`src/sv/cfc_pkg.sv`:
```
package cfc_pkg;

   localparam int CURVE_POINTS    = 4;
   localparam int BYTES_PER_POINT = 4;
   localparam int NUM_IDS         = 7;
   localparam int NUM_WORDS       = 8;
   localparam int STORE_BYTES     = 2 * NUM_WORDS;
   localparam int STORE_AW        = $clog2(STORE_BYTES);

   localparam logic [15:0] CRC_INIT      = 16'hFFFF;
   localparam logic [15:0] CRC_POLY      = 16'hA001;
   localparam logic [7:0]  COUNT_MAX     = 8'hFF;
   localparam logic [7:0]  MIN_FRAME_LEN = 8'd4;
   // frame bytes that are not payload: header, id, two trailer bytes
   localparam logic [7:0]  OVERHEAD_LEN  = 8'd4;
   localparam logic [7:0]  PAYLOAD_START = 8'd2;
   localparam logic [7:0]  STORE_END     = 8'(STORE_BYTES + 2);

   localparam logic [7:0] LEN_SET_TARGET   = 8'd2;
   localparam logic [7:0] LEN_SET_PID      = 8'd6;
   localparam logic [7:0] LEN_SET_FAN_CURVE = 8'(BYTES_PER_POINT * CURVE_POINTS);
   localparam logic [7:0] LEN_CLEAR_ALARM  = 8'd0;
   localparam logic [7:0] LEN_SET_COOLING  = 8'd1;
   localparam logic [7:0] LEN_SET_OVERTEMP = 8'd2;
   localparam logic [7:0] LEN_SET_FAN_LOOP = 8'd1;

   typedef enum logic [2:0] {
      REG_FRAME_HEADER     = 3'd0,
      REG_ID_SET_TARGET    = 3'd1,
      REG_ID_SET_PID       = 3'd2,
      REG_ID_SET_FAN_CURVE = 3'd3,
      REG_ID_CLEAR_ALARM   = 3'd4,
      REG_ID_SET_COOLING   = 3'd5,
      REG_ID_SET_OVERTEMP  = 3'd6,
      REG_ID_SET_FAN_LOOP  = 3'd7
   } csr_addr_type;

   typedef enum logic [1:0] {
      STATUS_OK        = 2'd0,
      STATUS_BAD_FRAME = 2'd1,
      STATUS_UNKNOWN   = 2'd2,
      STATUS_BAD_LEN   = 2'd3
   } status_type;

   typedef enum logic [2:0] {
      KIND_NONE          = 3'd0,
      KIND_SET_TARGET    = 3'd1,
      KIND_SET_PID       = 3'd2,
      KIND_SET_FAN_CURVE = 3'd3,
      KIND_CLEAR_ALARM   = 3'd4,
      KIND_SET_COOLING   = 3'd5,
      KIND_SET_OVERTEMP  = 3'd6,
      KIND_SET_FAN_LOOP  = 3'd7
   } cmd_kind_type;

   typedef struct packed {
      logic [7:0]                 frame_header;
      logic [NUM_IDS-1:0][7:0]    ids;
   } cfg_type;

   // frame state as it stands after the last byte of a frame
   typedef struct packed {
      logic        valid;
      logic [7:0]  count;
      logic        header_ok;
      logic [15:0] crc;
      logic [15:0] trailer;
      logic [7:0]  cmd_id;
   } frame_end_type;

   // one byte of CRC-16/MODBUS, reflected
   function automatic logic [15:0] crc_fold(logic [15:0] crc, logic [7:0] data);
      logic [15:0] c;
      c = crc ^ {8'h00, data};
      for (int k = 0; k < 8; k++) begin
         c = c[0] ? ((c >> 1) ^ CRC_POLY) : (c >> 1);
      end
      return c;
   endfunction

   function automatic logic [7:0] expected_len(cmd_kind_type kind);
      logic [7:0] len;
      unique case (kind)
         KIND_SET_TARGET:    len = LEN_SET_TARGET;
         KIND_SET_PID:       len = LEN_SET_PID;
         KIND_SET_FAN_CURVE: len = LEN_SET_FAN_CURVE;
         KIND_CLEAR_ALARM:   len = LEN_CLEAR_ALARM;
         KIND_SET_COOLING:   len = LEN_SET_COOLING;
         KIND_SET_OVERTEMP:  len = LEN_SET_OVERTEMP;
         KIND_SET_FAN_LOOP:  len = LEN_SET_FAN_LOOP;
         KIND_NONE:          len = LEN_SET_FAN_LOOP;
      endcase
      return len;
   endfunction

endpackage

```
`src/sv/cfc_req_if.sv`:
```
interface cfc_req_if;
   logic       valid;
   logic       ready;
   logic [7:0] rx_byte;
   logic       end_of_frame;

   modport source (output valid, output rx_byte, output end_of_frame, input ready);
   modport sink   (input valid, input rx_byte, input end_of_frame, output ready);
endinterface

```
`src/sv/cfc_rsp_if.sv`:
```
interface cfc_rsp_if;
   import cfc_pkg::*;
   logic         valid;
   logic         ready;
   status_type   status;
   logic [7:0]   command_id;
   cmd_kind_type command_kind;
   logic [15:0]  word0;
   logic [15:0]  word1;
   logic [15:0]  word2;
   logic [15:0]  word3;
   logic [15:0]  word4;
   logic [15:0]  word5;
   logic [15:0]  word6;
   logic [15:0]  word7;

   modport source (output valid, output status, output command_id, output command_kind,
                   output word0, output word1, output word2, output word3,
                   output word4, output word5, output word6, output word7,
                   input ready);
   modport sink   (input valid, input status, input command_id, input command_kind,
                   input word0, input word1, input word2, input word3,
                   input word4, input word5, input word6, input word7,
                   output ready);
endinterface

```
`src/sv/cfc_csr_if.sv`:
```
interface cfc_csr_if;
   import cfc_pkg::*;
   logic         valid;
   logic         ready;
   csr_addr_type addr;
   logic [7:0]   data;

   modport source (output valid, output addr, output data, input ready);
   modport sink   (input valid, input addr, input data, output ready);
endinterface

```
`src/sv/cfc_csr_regs.sv`:
```
module cfc_csr_regs (
   input  logic             clock,
   input  logic             reset,
   cfc_csr_if.sink          csr_ch,
   output cfc_pkg::cfg_type cfg
);
   import cfc_pkg::*;

   cfg_type cfg_ff;

   assign csr_ch.ready = 1'b1;
   assign cfg          = cfg_ff;

   always_ff @(posedge clock) begin
      if (reset) begin
         cfg_ff.frame_header <= 8'h00;
         for (int i = 0; i < NUM_IDS; i++) begin
            cfg_ff.ids[i] <= 8'(i + 1);
         end
      end else if (csr_ch.valid) begin
         unique case (csr_ch.addr)
            REG_FRAME_HEADER:     cfg_ff.frame_header <= csr_ch.data;
            REG_ID_SET_TARGET:    cfg_ff.ids[0] <= csr_ch.data;
            REG_ID_SET_PID:       cfg_ff.ids[1] <= csr_ch.data;
            REG_ID_SET_FAN_CURVE: cfg_ff.ids[2] <= csr_ch.data;
            REG_ID_CLEAR_ALARM:   cfg_ff.ids[3] <= csr_ch.data;
            REG_ID_SET_COOLING:   cfg_ff.ids[4] <= csr_ch.data;
            REG_ID_SET_OVERTEMP:  cfg_ff.ids[5] <= csr_ch.data;
            REG_ID_SET_FAN_LOOP:  cfg_ff.ids[6] <= csr_ch.data;
         endcase
      end
   end

endmodule

```
`src/sv/cfc_frame_track.sv`:
```
module cfc_frame_track (
   input  logic                                    clock,
   input  logic                                    reset,
   cfc_req_if.sink                                 req_ch,
   input  cfc_pkg::cfg_type                        cfg,
   input  logic                                    out_busy,
   output cfc_pkg::frame_end_type                  frame_end,
   output logic [cfc_pkg::STORE_BYTES-1:0][7:0]    store
);
   import cfc_pkg::*;

   logic        stage_valid_ff, stage_valid_in;
   logic [7:0]  stage_byte_ff;
   logic        stage_last_ff;

   logic [15:0] crc_ff, crc_in;
   logic [7:0]  count_ff, count_in;
   logic [7:0]  delay_ff, delay_in;
   logic [7:0]  older_ff, older_in;
   logic        header_ff, header_in;
   logic [7:0]  cmd_id_ff, cmd_id_in;
   logic [STORE_BYTES-1:0][7:0] store_ff;

   logic        move;
   logic        accept;
   logic        store_we;
   logic [STORE_AW-1:0] store_idx;
   logic [15:0] crc_upd;
   logic [7:0]  count_upd;
   logic        header_upd;
   logic [7:0]  cmd_id_upd;

   // a frame-ending byte waits here while the result register is still full
   assign move         = stage_valid_ff && !(stage_last_ff && out_busy);
   assign req_ch.ready = !stage_valid_ff || move;
   assign accept       = req_ch.valid && req_ch.ready;
   assign stage_valid_in = accept || (stage_valid_ff && !move);
   assign store        = store_ff;

   always_comb begin
      crc_upd    = (count_ff >= PAYLOAD_START) ? crc_fold(crc_ff, older_ff) : crc_ff;
      header_upd = (count_ff == 8'd0) ? (stage_byte_ff == cfg.frame_header) : header_ff;
      cmd_id_upd = (count_ff == 8'd1) ? stage_byte_ff : cmd_id_ff;
      count_upd  = (count_ff == COUNT_MAX) ? COUNT_MAX : count_ff + 8'd1;
      store_we   = move && (count_ff >= PAYLOAD_START) && (count_ff < STORE_END);
      store_idx  = STORE_AW'(count_ff - PAYLOAD_START);

      crc_in    = crc_ff;
      count_in  = count_ff;
      delay_in  = delay_ff;
      older_in  = older_ff;
      header_in = header_ff;
      cmd_id_in = cmd_id_ff;
      if (move) begin
         if (stage_last_ff) begin
            crc_in    = CRC_INIT;
            count_in  = 8'd0;
            delay_in  = 8'd0;
            older_in  = 8'd0;
            header_in = 1'b0;
            cmd_id_in = 8'd0;
         end else begin
            crc_in    = crc_upd;
            count_in  = count_upd;
            delay_in  = stage_byte_ff;
            older_in  = delay_ff;
            header_in = header_upd;
            cmd_id_in = cmd_id_upd;
         end
      end

      frame_end.valid     = move && stage_last_ff;
      frame_end.count     = count_upd;
      frame_end.header_ok = header_upd;
      frame_end.crc       = crc_upd;
      frame_end.trailer   = {stage_byte_ff, delay_ff};
      frame_end.cmd_id    = cmd_id_upd;
   end

   always_ff @(posedge clock) begin
      if (reset) begin
         stage_valid_ff <= 1'b0;
         crc_ff         <= CRC_INIT;
         count_ff       <= 8'd0;
         delay_ff       <= 8'd0;
         older_ff       <= 8'd0;
         header_ff      <= 1'b0;
         cmd_id_ff      <= 8'd0;
      end else begin
         stage_valid_ff <= stage_valid_in;
         crc_ff         <= crc_in;
         count_ff       <= count_in;
         delay_ff       <= delay_in;
         older_ff       <= older_in;
         header_ff      <= header_in;
         cmd_id_ff      <= cmd_id_in;
      end
   end

   always_ff @(posedge clock) begin
      if (accept) begin
         stage_byte_ff <= req_ch.rx_byte;
         stage_last_ff <= req_ch.end_of_frame;
      end
      if (store_we) begin
         store_ff[store_idx] <= stage_byte_ff;
      end
   end

endmodule

```
`src/sv/cfc_result.sv`:
```
module cfc_result (
   input  logic                                    clock,
   input  logic                                    reset,
   input  cfc_pkg::cfg_type                        cfg,
   input  cfc_pkg::frame_end_type                  frame_end,
   input  logic [cfc_pkg::STORE_BYTES-1:0][7:0]    store,
   output logic                                    out_busy,
   cfc_rsp_if.source                               rsp_ch
);
   import cfc_pkg::*;

   logic         valid_ff, valid_in;
   status_type   status_ff, status_in;
   logic [7:0]   cmd_id_ff;
   cmd_kind_type kind_ff, kind_in;
   logic [NUM_WORDS-1:0][15:0] words_ff, words_in;
   logic [7:0]   plen;
   logic [STORE_BYTES-1:0][7:0] masked;

   assign out_busy = valid_ff && !rsp_ch.ready;
   assign valid_in = frame_end.valid || out_busy;

   always_comb begin
      kind_in = KIND_NONE;
      if (frame_end.count >= PAYLOAD_START) begin
         // walk down so the lowest matching register wins
         for (int i = NUM_IDS - 1; i >= 0; i--) begin
            if (cfg.ids[i] == frame_end.cmd_id) begin
               kind_in = cmd_kind_type'(3'(i + 1));
            end
         end
      end

      plen = frame_end.count - OVERHEAD_LEN;
      if (frame_end.count < MIN_FRAME_LEN || !frame_end.header_ok ||
          frame_end.crc != frame_end.trailer) begin
         status_in = STATUS_BAD_FRAME;
      end else if (kind_in == KIND_NONE) begin
         status_in = STATUS_UNKNOWN;
      end else if (plen == expected_len(kind_in)) begin
         status_in = STATUS_OK;
      end else begin
         status_in = STATUS_BAD_LEN;
      end

      for (int i = 0; i < STORE_BYTES; i++) begin
         masked[i] = (status_in == STATUS_OK && 8'(i) < plen) ? store[i] : 8'h00;
      end
      for (int j = 0; j < NUM_WORDS; j++) begin
         words_in[j] = {masked[2*j+1], masked[2*j]};
      end
   end

   always_ff @(posedge clock) begin
      if (reset) begin
         valid_ff <= 1'b0;
      end else begin
         valid_ff <= valid_in;
      end
   end

   always_ff @(posedge clock) begin
      if (frame_end.valid) begin
         status_ff <= status_in;
         cmd_id_ff <= frame_end.cmd_id;
         kind_ff   <= kind_in;
         words_ff  <= words_in;
      end
   end

   assign rsp_ch.valid        = valid_ff;
   assign rsp_ch.status       = status_ff;
   assign rsp_ch.command_id   = cmd_id_ff;
   assign rsp_ch.command_kind = kind_ff;
   assign rsp_ch.word0        = words_ff[0];
   assign rsp_ch.word1        = words_ff[1];
   assign rsp_ch.word2        = words_ff[2];
   assign rsp_ch.word3        = words_ff[3];
   assign rsp_ch.word4        = words_ff[4];
   assign rsp_ch.word5        = words_ff[5];
   assign rsp_ch.word6        = words_ff[6];
   assign rsp_ch.word7        = words_ff[7];

endmodule

```
`src/sv/command_frame_checker_core.sv`:
```
// Channel   Direction  Transfer carries
// req_ch    in         rx_byte, end_of_frame
// rsp_ch    out        status, command_id, command_kind, word0..word7
// csr_ch    in         addr (register index), data
//
// One byte per cycle. A byte passes through the input stage; the last byte of
// a frame loads the result register on its way out of that stage. The per-byte
// CRC update is one unrolled 8-bit step. Reset clears all frame state and loads
// the default ids; no clearing pass. A frame-ending byte holds in the input
// stage while an earlier result has not been taken; other bytes pass regardless.
module command_frame_checker_core (
   input  logic        clock,
   input  logic        reset,
   cfc_req_if.sink     req_ch,
   cfc_rsp_if.source   rsp_ch,
   cfc_csr_if.sink     csr_ch
);
   import cfc_pkg::*;

   cfg_type                     cfg;
   frame_end_type               frame_end;
   logic [STORE_BYTES-1:0][7:0] store;
   logic                        out_busy;

   cfc_csr_regs u_csr (
      .clock  (clock),
      .reset  (reset),
      .csr_ch (csr_ch),
      .cfg    (cfg)
   );

   cfc_frame_track u_track (
      .clock     (clock),
      .reset     (reset),
      .req_ch    (req_ch),
      .cfg       (cfg),
      .out_busy  (out_busy),
      .frame_end (frame_end),
      .store     (store)
   );

   cfc_result u_result (
      .clock     (clock),
      .reset     (reset),
      .cfg       (cfg),
      .frame_end (frame_end),
      .store     (store),
      .out_busy  (out_busy),
      .rsp_ch    (rsp_ch)
   );

   // a finished frame never lands on a result that is still waiting
   a_no_overwrite: assert property (@(posedge clock) disable iff (reset)
      !(frame_end.valid && out_busy))
      else $error("frame result overwrote a pending result");

   a_ok_has_kind: assert property (@(posedge clock) disable iff (reset)
      (rsp_ch.valid && rsp_ch.status == STATUS_OK) |-> rsp_ch.command_kind != KIND_NONE)
      else $error("ok status without a matched command");

   a_bad_zero_words: assert property (@(posedge clock) disable iff (reset)
      (rsp_ch.valid && rsp_ch.status != STATUS_OK) |->
         (rsp_ch.word0 == 16'h0 && rsp_ch.word1 == 16'h0 && rsp_ch.word2 == 16'h0 &&
          rsp_ch.word3 == 16'h0 && rsp_ch.word4 == 16'h0 && rsp_ch.word5 == 16'h0 &&
          rsp_ch.word6 == 16'h0 && rsp_ch.word7 == 16'h0))
      else $error("payload words set on a failed frame");

   a_reset_quiet: assert property (@(posedge clock)
      reset |=> !rsp_ch.valid)
      else $error("result valid right after reset");

endmodule

```
`src/flat_wrapper.sv`:
```
// flat-port wrapper written by rule: the top's interface ports become plain ports
module command_frame_checker_core_flat import cfc_pkg::*;
  (clock, reset, req_ch_valid, req_ch_rx_byte, req_ch_end_of_frame, req_ch_ready, rsp_ch_valid, rsp_ch_status, rsp_ch_command_id, rsp_ch_command_kind, rsp_ch_word0, rsp_ch_word1, rsp_ch_word2, rsp_ch_word3, rsp_ch_word4, rsp_ch_word5, rsp_ch_word6, rsp_ch_word7, rsp_ch_ready, csr_ch_valid, csr_ch_addr, csr_ch_data, csr_ch_ready);
  cfc_req_if req_ch_i ();
  cfc_rsp_if rsp_ch_i ();
  cfc_csr_if csr_ch_i ();
  input  logic clock;
  input  logic reset;
  input wire logic [$bits(req_ch_i.valid)-1:0] req_ch_valid;
  input wire logic [$bits(req_ch_i.rx_byte)-1:0] req_ch_rx_byte;
  input wire logic [$bits(req_ch_i.end_of_frame)-1:0] req_ch_end_of_frame;
  output wire logic [$bits(req_ch_i.ready)-1:0] req_ch_ready;
  output wire logic [$bits(rsp_ch_i.valid)-1:0] rsp_ch_valid;
  output wire logic [$bits(rsp_ch_i.status)-1:0] rsp_ch_status;
  output wire logic [$bits(rsp_ch_i.command_id)-1:0] rsp_ch_command_id;
  output wire logic [$bits(rsp_ch_i.command_kind)-1:0] rsp_ch_command_kind;
  output wire logic [$bits(rsp_ch_i.word0)-1:0] rsp_ch_word0;
  output wire logic [$bits(rsp_ch_i.word1)-1:0] rsp_ch_word1;
  output wire logic [$bits(rsp_ch_i.word2)-1:0] rsp_ch_word2;
  output wire logic [$bits(rsp_ch_i.word3)-1:0] rsp_ch_word3;
  output wire logic [$bits(rsp_ch_i.word4)-1:0] rsp_ch_word4;
  output wire logic [$bits(rsp_ch_i.word5)-1:0] rsp_ch_word5;
  output wire logic [$bits(rsp_ch_i.word6)-1:0] rsp_ch_word6;
  output wire logic [$bits(rsp_ch_i.word7)-1:0] rsp_ch_word7;
  input wire logic [$bits(rsp_ch_i.ready)-1:0] rsp_ch_ready;
  input wire logic [$bits(csr_ch_i.valid)-1:0] csr_ch_valid;
  input wire logic [$bits(csr_ch_i.addr)-1:0] csr_ch_addr;
  input wire logic [$bits(csr_ch_i.data)-1:0] csr_ch_data;
  output wire logic [$bits(csr_ch_i.ready)-1:0] csr_ch_ready;
  assign req_ch_i.valid = req_ch_valid;
  assign req_ch_i.rx_byte = req_ch_rx_byte;
  assign req_ch_i.end_of_frame = req_ch_end_of_frame;
  assign req_ch_ready = req_ch_i.ready;
  assign rsp_ch_valid = rsp_ch_i.valid;
  assign rsp_ch_status = rsp_ch_i.status;
  assign rsp_ch_command_id = rsp_ch_i.command_id;
  assign rsp_ch_command_kind = rsp_ch_i.command_kind;
  assign rsp_ch_word0 = rsp_ch_i.word0;
  assign rsp_ch_word1 = rsp_ch_i.word1;
  assign rsp_ch_word2 = rsp_ch_i.word2;
  assign rsp_ch_word3 = rsp_ch_i.word3;
  assign rsp_ch_word4 = rsp_ch_i.word4;
  assign rsp_ch_word5 = rsp_ch_i.word5;
  assign rsp_ch_word6 = rsp_ch_i.word6;
  assign rsp_ch_word7 = rsp_ch_i.word7;
  assign rsp_ch_i.ready = rsp_ch_ready;
  assign csr_ch_i.valid = csr_ch_valid;
  assign csr_ch_i.addr = csr_ch_addr;
  assign csr_ch_i.data = csr_ch_data;
  assign csr_ch_ready = csr_ch_i.ready;
  command_frame_checker_core u_core (.clock(clock), .reset(reset), .req_ch(req_ch_i), .rsp_ch(rsp_ch_i), .csr_ch(csr_ch_i));
endmodule
```
`config.mk`:
```
export PLATFORM = sky130hd
export DESIGN_NAME = command_frame_checker_core_flat
export DESIGN_NICKNAME = d
export VERILOG_FILES = /design/src/sv/cfc_pkg.sv /design/src/sv/cfc_req_if.sv /design/src/sv/cfc_rsp_if.sv /design/src/sv/cfc_csr_if.sv /design/src/sv/cfc_csr_regs.sv /design/src/sv/cfc_frame_track.sv /design/src/sv/cfc_result.sv /design/src/sv/command_frame_checker_core.sv /design/src/flat_wrapper.sv
export SDC_FILE = /design/constraint.sdc
export NUM_CORES = 1
export LEC_CHECK = 0
export ABC_AREA = 1
export BUFFER_PORTS_ARGS = -buffer_cell sky130_fd_sc_hd__buf_4
export CELL_PAD_IN_SITES_DETAIL_PLACEMENT = 1
export CELL_PAD_IN_SITES_GLOBAL_PLACEMENT = 1
export CORE_MARGIN = 5
export CORE_UTILIZATION = 40
export DETAILED_ROUTE_END_ITERATION = 7
export GPL_TIMING_DRIVEN = 0
export PLACE_DENSITY = 0.76
export SETUP_SLACK_MARGIN = 0.1
export SYNTH_ARGS = -nofsm -noshare
export SYNTH_HDL_FRONTEND = slang
export SYNTH_HIERARCHICAL = 1
export SYNTH_SLANG_ARGS = --single-unit
```
`constraint.sdc`:
```
create_clock -name clock -period 4.05 [get_ports clock]
set_input_delay 0.405 -clock clock [delete_from_list [all_inputs] [get_ports clock]]
set_output_delay 0.405 -clock clock [all_outputs]
set_load 0.05 [all_outputs]
```
==> After elaboration in Yosys (flattened, before gate mapping) <==
Memory sizes are Yosys's and may differ from the RTL's.
Cells that the tools add are included.
Widths: inputs -> output; s select.
{ "totals": {"regBits": 393, "romBits": 32, "inputBits": 25, "output_inout_bits": 144, "mem_count": 1} }
{ "op_classes": {"add_sub_neg": 3, "order_cmp": 22, "eq_ne": 19, "mux": 34, "n_bitwise": 9, "n_reduce_logical": 47} }
{ "memory_table": {"columns": ["name", "words", "word_bits", "rd", "rd_ports_with_merged_regs", "write_ports", "line_no", "text"], "rows": [
  ["(no name shown)", 8, 4, 1, 0, 0, "cfc_pkg.sv:83", "unique case (kind)"]
]} }
{ "ops": {"columns": ["cell", "n"], "rows": [
  ["$mux 16", 10],
  ["$bwmux 128", 1],
  ["$eq 8x8->1", 9],
  ["$mux 8", 9],
  ["$lt 4x8->1 const A", 8],
  ["$demux 8 s4", 1],
  ["$lt 3x8->1 const A", 4],
  ["$logic_and 1x1->1", 25],
  ["$mux 3", 8],
  ["$not 2->3", 8],
  ["$ge 8x2->1 const B", 2],
  ["$lt 1x8->1 const A", 2],
  ["$lt 2x8->1 const A", 2],
  ["$ne 16x16->1", 1],
  ["$reduce_and 2->1", 8],
  ["$xor 16x8->16", 1],
  ["$eq 3x3->1 const B", 4],
  ["$add 8x1->8 const B", 1],
  ["$eq 8x1->1 const B", 1],
  ["$eq 8x8->1 const B", 1],
  ["$logic_not 8->1", 1],
  ["$lt 8x3->1 const B", 1],
  ["$lt 8x5->1 const B", 1],
  ["$sub 8x3->8 const B", 1],
  ["other kinds (11)", 24]
]} }

==> Logic depth before layout (Yosys ltp) <==
{ "depth": {"ltp_word": 27, "mapped_depth": 34} }

==> Hierarchy <==
Netlist, hierarchy kept.
{ "by_module_without_submodules": {"columns": ["module", "n_inst", "cells_per_inst", "area_each_um2"], "rows": [
  ["cfc_frame_track", 1, 595, 7193.1],
  ["cfc_result", 1, 787, 7150.6],
  ["cfc_csr_regs", 1, 364, 2595.0]
]} }

==> Worst setup path before layout <==
OpenSTA, ideal clock, no wires.
{ "synth_path": {"path_kind": "reg-to-reg", "startpoint": "reg u_core.u_result.valid_ff, in the netlist u_core/u_result/rsp_ch.valid", "endpoint": "reg u_core.u_result.cmd_id_ff[0], in the netlist u_core/u_result/rsp_ch.command_id[0], enable pin", "setup_ns": 0.495, "t_arrival_ns": 3.733, "t_required_ns": 3.555, "slack_ns": -0.178, "path_stages_with_launch": 8, "path_buffers": 0, "synth_period_minus_slack_ns": 4.228, "cell_sequence": "dfxtp_1 -> inv_1 -> nor2_1 -> nand2_1 -> inv_1 -> nor2_2 -> nand2_1 -> inv_1"} }
{ "synth_rtl": {"columns": ["element", "line_no", "text"], "rows": [
  ["start, declared", "cfc_result.sv:12", "logic valid_ff, valid_in;"],
  ["start signal, assigned", "cfc_result.sv:58", "valid_ff <= valid_in;"],
  ["end signal, assigned", "cfc_result.sv:65", "cmd_id_ff <= frame_end.cmd_id;"],
  ["end, declared", "cfc_result.sv:14", "logic [7:0] cmd_id_ff;"]
]} }

==> Worst setup path in the final report <==
{ "layout_path": {"startpoint": "reg u_core.u_track.count_ff[1]", "endpoint": "reg u_core.u_result.words_ff, in the netlist u_core/u_result/rsp_ch.word2[6] (data pin)"} }
{ "layout_via": {"elab_chain_cells": 20, "elab_cells_between_ends": 42, "classes_between": "add/sub (2); order compare (4); eq/ne (11); mux (17); reduce/logical (7); memory (1)"} }
{ "layout_rtl": {"columns": ["element", "line_no", "text"], "rows": [
  ["start, declared", "cfc_frame_track.sv:17", "logic [7:0] count_ff, count_in;"],
  ["start signal, assigned", "cfc_frame_track.sv:92", "count_ff <= count_in;"],
  ["$eq 8x1->1", "cfc_frame_track.sv:43", "cmd_id_upd = (count_ff == 8'd1) ? stage_byte_ff : cmd_id_ff;"],
  ["$mux 8", "cfc_frame_track.sv:43", null],
  ["$eq 8x8->1", "cfc_result.sv:28", "if (cfg.ids[i] == frame_end.cmd_id) begin"],
  ["$mux 3 (7 in series)", "cfc_result.sv:28", null],
  ["$mux 3 (*)", "cfc_result.sv:25", "if (frame_end.count >= PAYLOAD_START) begin"],
  ["named net u_core.u_result.kind_in[0]", "cfc_result.sv:15", "cmd_kind_type kind_ff, kind_in;"],
  ["$mem_v2 8x4", null, null],
  ["$mux 8", "cfc_result.sv:38", "end else if (kind_in == KIND_NONE) begin"],
  ["$mux 8", "cfc_result.sv:35", "if (frame_end.count < MIN_FRAME_LEN || !frame_end.header_ok ||"],
  ["$eq 8x8->1", "cfc_result.sv:40", "end else if (plen == expected_len(kind_in)) begin"],
  ["$mux 2", "cfc_result.sv:40", null],
  ["$mux 2 (*)", "cfc_result.sv:38", null],
  ["$mux 2 (*)", "cfc_result.sv:35", null],
  ["$logic_not 2->1 (*)", "cfc_result.sv:47", "masked[i] = (status_in == STATUS_OK && 8'(i) < plen) ? store[i] : 8'h00;"],
  ["$logic_and 1x1->1 (*)", "cfc_result.sv:47", null],
  ["end signal, assigned", "cfc_result.sv:67", "words_ff <= words_in;"],
  ["end, declared", "cfc_result.sv:16", "logic [NUM_WORDS-1:0][15:0] words_ff, words_in;"]
]} }
The timed path passes the listed nets; every way through them passes the cells marked *. The select of a mux whose other input is x is not followed.
A chain may end at the register's enable or synchronous reset.

==> run_results.csv <==
group,metric,value,unit
yosys,synth_edf_count,278,
run_status,violations,"negative setup slack",
die,initial_core_util,0.404,
timing,rsz0062_at_grt,"yes",
timing,tightest_slew,1120,ps
detailed_routing,drt-pass1-iter-count,5,
placed_design,place_hpwl,33.1,mm
placed_design,port_buffers,167,
pwr,internal_power,6.71,mW
pwr,swShare,0.241,
timing,timing.final.ws_setup,-54.4,ps
yosys,synth-seq-cells,393,
die,num_rows,75,
clock_network,clkLatencyLatePin,570,ps
yosys,yosys_warnings,6,
placed_design,place_inst,2455,
pwr,leakage,9.54,nW
finish,fin_nets,2093,
pwr,p_comb_frac,0.073,
pwr,power.total,8.84,mW
yosys,postSynth.asyncResetShare,0,
detailed_routing,dr_total_vias,13300,
timing,finalSetupTns,-377,ps
clock_network,htreeDepth,2,
timing,finalSetupViolCount,15,
pwr,pwr-share-clk,0.430,
finish,fin_cells,2629,
min_path,hp-start,"req_ch_end_of_frame",
finish,fin_area,22500,um2
timing,slew_violations,0,
critical_path,r2r_start,"u_core/u_track/count_ff[1]",
detailed_routing,drc,0,
timing,min_period_over_period,1.01,
finish,diodes,0,
detailed_routing,wl_per_cell,21.2,um
finish,area_growth,32.9,%
timing,hold_ws,21.2,ps
finish,drive_above_1_share,0.301,
critical_path,startpoint,"u_core/u_track/count_ff[1]",
placed_design,dpl_cell_area,18900,um2
timing,fin_crit,4100,ps
finish,seq_area,10700,um2
pwr,vdd_ir_drop_max,0.269,mV
global_routing,grt_pass1_vias,13400,
global_routing,antenna_found_initial,0,
min_path,hp-class,"in2reg",
detailed_routing,avgViaCountPerCell,5.05,
die,die-area,46600,um2
yosys,seq_area_frac_synth,0.629,
finish,multi_input_area,6080,um2
critical_path,path_delay_family,"simple AND/OR/NAND/NOR gates",
flow_run,cap_violations,0,
critical_path,slowest_stage,"dfxtp_4",
finish,n_fill_cell,4576,
clock_network,clockBufferDepth,3,
detailed_routing,wl,55.7,mm
pwr,seqPwrFrac,0.497,
critical_path,crit_arrival,4520,ps
timing,max_freq,244,MHz
global_routing,grt_overflow,0,
placed_design,gp_congestion,0.853,
placed_design,pre_cts_ws,-788,ps
yosys,synthCells,1746,
timing,hold_violations,0,
clock_network,tritoncts.num_buffers,43,
die,die_w,216,um
detailed_routing,ant_nets,0,
critical_path,cp_slowest_stage_delay,380,ps
critical_path,path_class,"reg2reg",
finish,utilization,0.536,
global_routing,grt_pass1_wl,78.3,mm
pwr,p_sw,2.13,mW
critical_path,critPathBufInv,6,
yosys,syn_avg_cell_area,9.70,um2
critical_path,cp-start-kind,"register",
critical_path,worst_ep_required_time,4470,ps
timing,fin_skew,17.0,ps
yosys,synth_cell_types,49,
yosys,synth_area,16900,um2
yosys,synth_nets,1784,
run_status,status,"finished with violations",
clock_network,cts_root_buffer,"clkbuf_16",
die,core_area,41900,um2
global_routing,grtUsageTotal,0.216,
critical_path,crit_path_end_kind,"register",
global_routing,grt_max_degree,48,
clock_network,clock-sinks,393,
critical_path,critPathMaxFanout,6,
timing,maxSlewHeadroom,0.247,
clock_network,cts_tree,"built",
yosys,ys.flop_type,"edfxtp_1",
die,boundaryPins,169,
clock_network,clk_pin_slew,60,ps
die,die_height,216,um
detailed_routing,drtIter0Drc,1033,
pwr,power.density,393,nW/um2
critical_path,path_common_cell,"nand2_1",
## Yosys cell counts (12+ instances only)
cell type,count,area share
a21boi_0,14,0.0062
a21oi_1,51,0.015
buf_4,15,0.0066
clkbuf_1,14,0.0031
dfxtp_1,115,0.14
edfxtp_1,278,0.49
ha_1,13,0.0096
inv_1,237,0.053
inv_2,20,0.0044
nand2_1,437,0.097
nand3_1,81,0.024
nor2_1,283,0.063
o21ai_0,16,0.0047
o21ai_1,12,0.0035
xnor2_1,22,0.011
xor2_1,17,0.0088
## power groups by stage
stage	Clock, mW	Combinational [mW]	Sequential [mW]
3_5_place_dp	0	0.506	4.51
5_1_grt	4.07	0.696	4.40
4_1_cts	3.82	0.606	4.40
3_3_place_gp	0	0.483	4.52
2_1_floorplan	0	0.306	4.51
6_report	3.80	0.646	4.39
## final timing paths
path	to	slack (ps)	cells after the start
worst min register to register	u_core/u_track/header_ff	480	2
worst max-delay path	u_core/u_result/rsp_ch.word2[6]	-50	31
worst min-delay path	u_core/u_track/stage_last_ff	20	1
worst max register to register	u_core/u_result/rsp_ch.word2[6]	-50	31
## cell type report
cell class              instances  area share
well taps                     539      0.0300
inverters                     258      0.0446
flip-flops and latches        393       0.474
plain buffers                  43      0.0151
clock buffers                  58      0.0517
multi-input cells            1048       0.270
clock inverters                22     0.00745
repair buffers                268       0.107
## routing by layer
metal,part of all wire,up-vias,wire length [um],global-route usage
li1,-,6192,-,-
met1,0.41,6618,22700,0.271
met3,0.048,80,2700,0.0352
met5,0,-,0,0
met2,0.52,377,29000,0.377
met4,0.024,0,1340,0.0824
## cells in the final DEF (no fill, tap or decap), types with 10 or more instances in the layout
cell,synthesis,final
a21boi_2,0,10
a21oi_1,51,43
a21oi_2,10,15
buf_12,0,18
buf_4,15,229
buf_6,6,19
clkbuf_1,14,25
clkbuf_16,0,49
dfxtp_1,115,109
edfxtp_1,278,278
inv_1,237,228
inv_2,20,18
mux2_4,8,10
nand2_1,437,398
nand2_2,11,40
nand3_1,81,75
nor2_1,283,186
nor2_2,8,51
nor2_4,10,64
o21ai_0,16,16
xnor2_1,22,17
xor2_1,17,17
## kinds of logic (layout without fill, tap and decap cells)
group,Yosys count,in the layout,synth area share
muxes,8,11,0.00709
other,1,1,0.000221
AOI/OAI and AO/OA,125,125,0.0448
and+or+nand+nor,858,858,0.213
xor gates and xnor gates,40,40,0.0211
buffers and inverters,308,649,0.0752
adders and majority gates,13,13,0.00960
DFF,393,393,0.629
## sequential cells by signal, indices dropped and copies added, names as in the netlist, 16 cells and up
| signal | count |
|---|---|
| u_core/u_result/rsp_ch.word3 | 16 |
| u_core/u_result/rsp_ch.word1 | 16 |
| u_core/u_result/rsp_ch.word5 | 16 |
| u_core/u_track/crc_ff | 16 |
| u_core/u_csr/cfg | 64 |
| u_core/u_result/rsp_ch.word6 | 16 |
| u_core/u_result/rsp_ch.word7 | 16 |
| u_core/u_result/rsp_ch.word2 | 16 |
| u_core/u_result/rsp_ch.word0 | 16 |
| u_core/u_track/store | 128 |
| u_core/u_result/rsp_ch.word4 | 16 |
## repair_timing
| item | 4_1_cts | 5_1_grt |
|---|---|---|
| buffers inserted | 53 | 29 |
| hold buffers | 8 | 0 |
| hold endpoints to repair | 8 | 0 |
| endpoints found under the setup margin | 130 | 128 |
| resized for setup | 139 | 213 |
| pin swaps | 42 | 52 |
| cloned | 4 | 7 |
No activity file was read; power rests on OpenSTA's default activity.
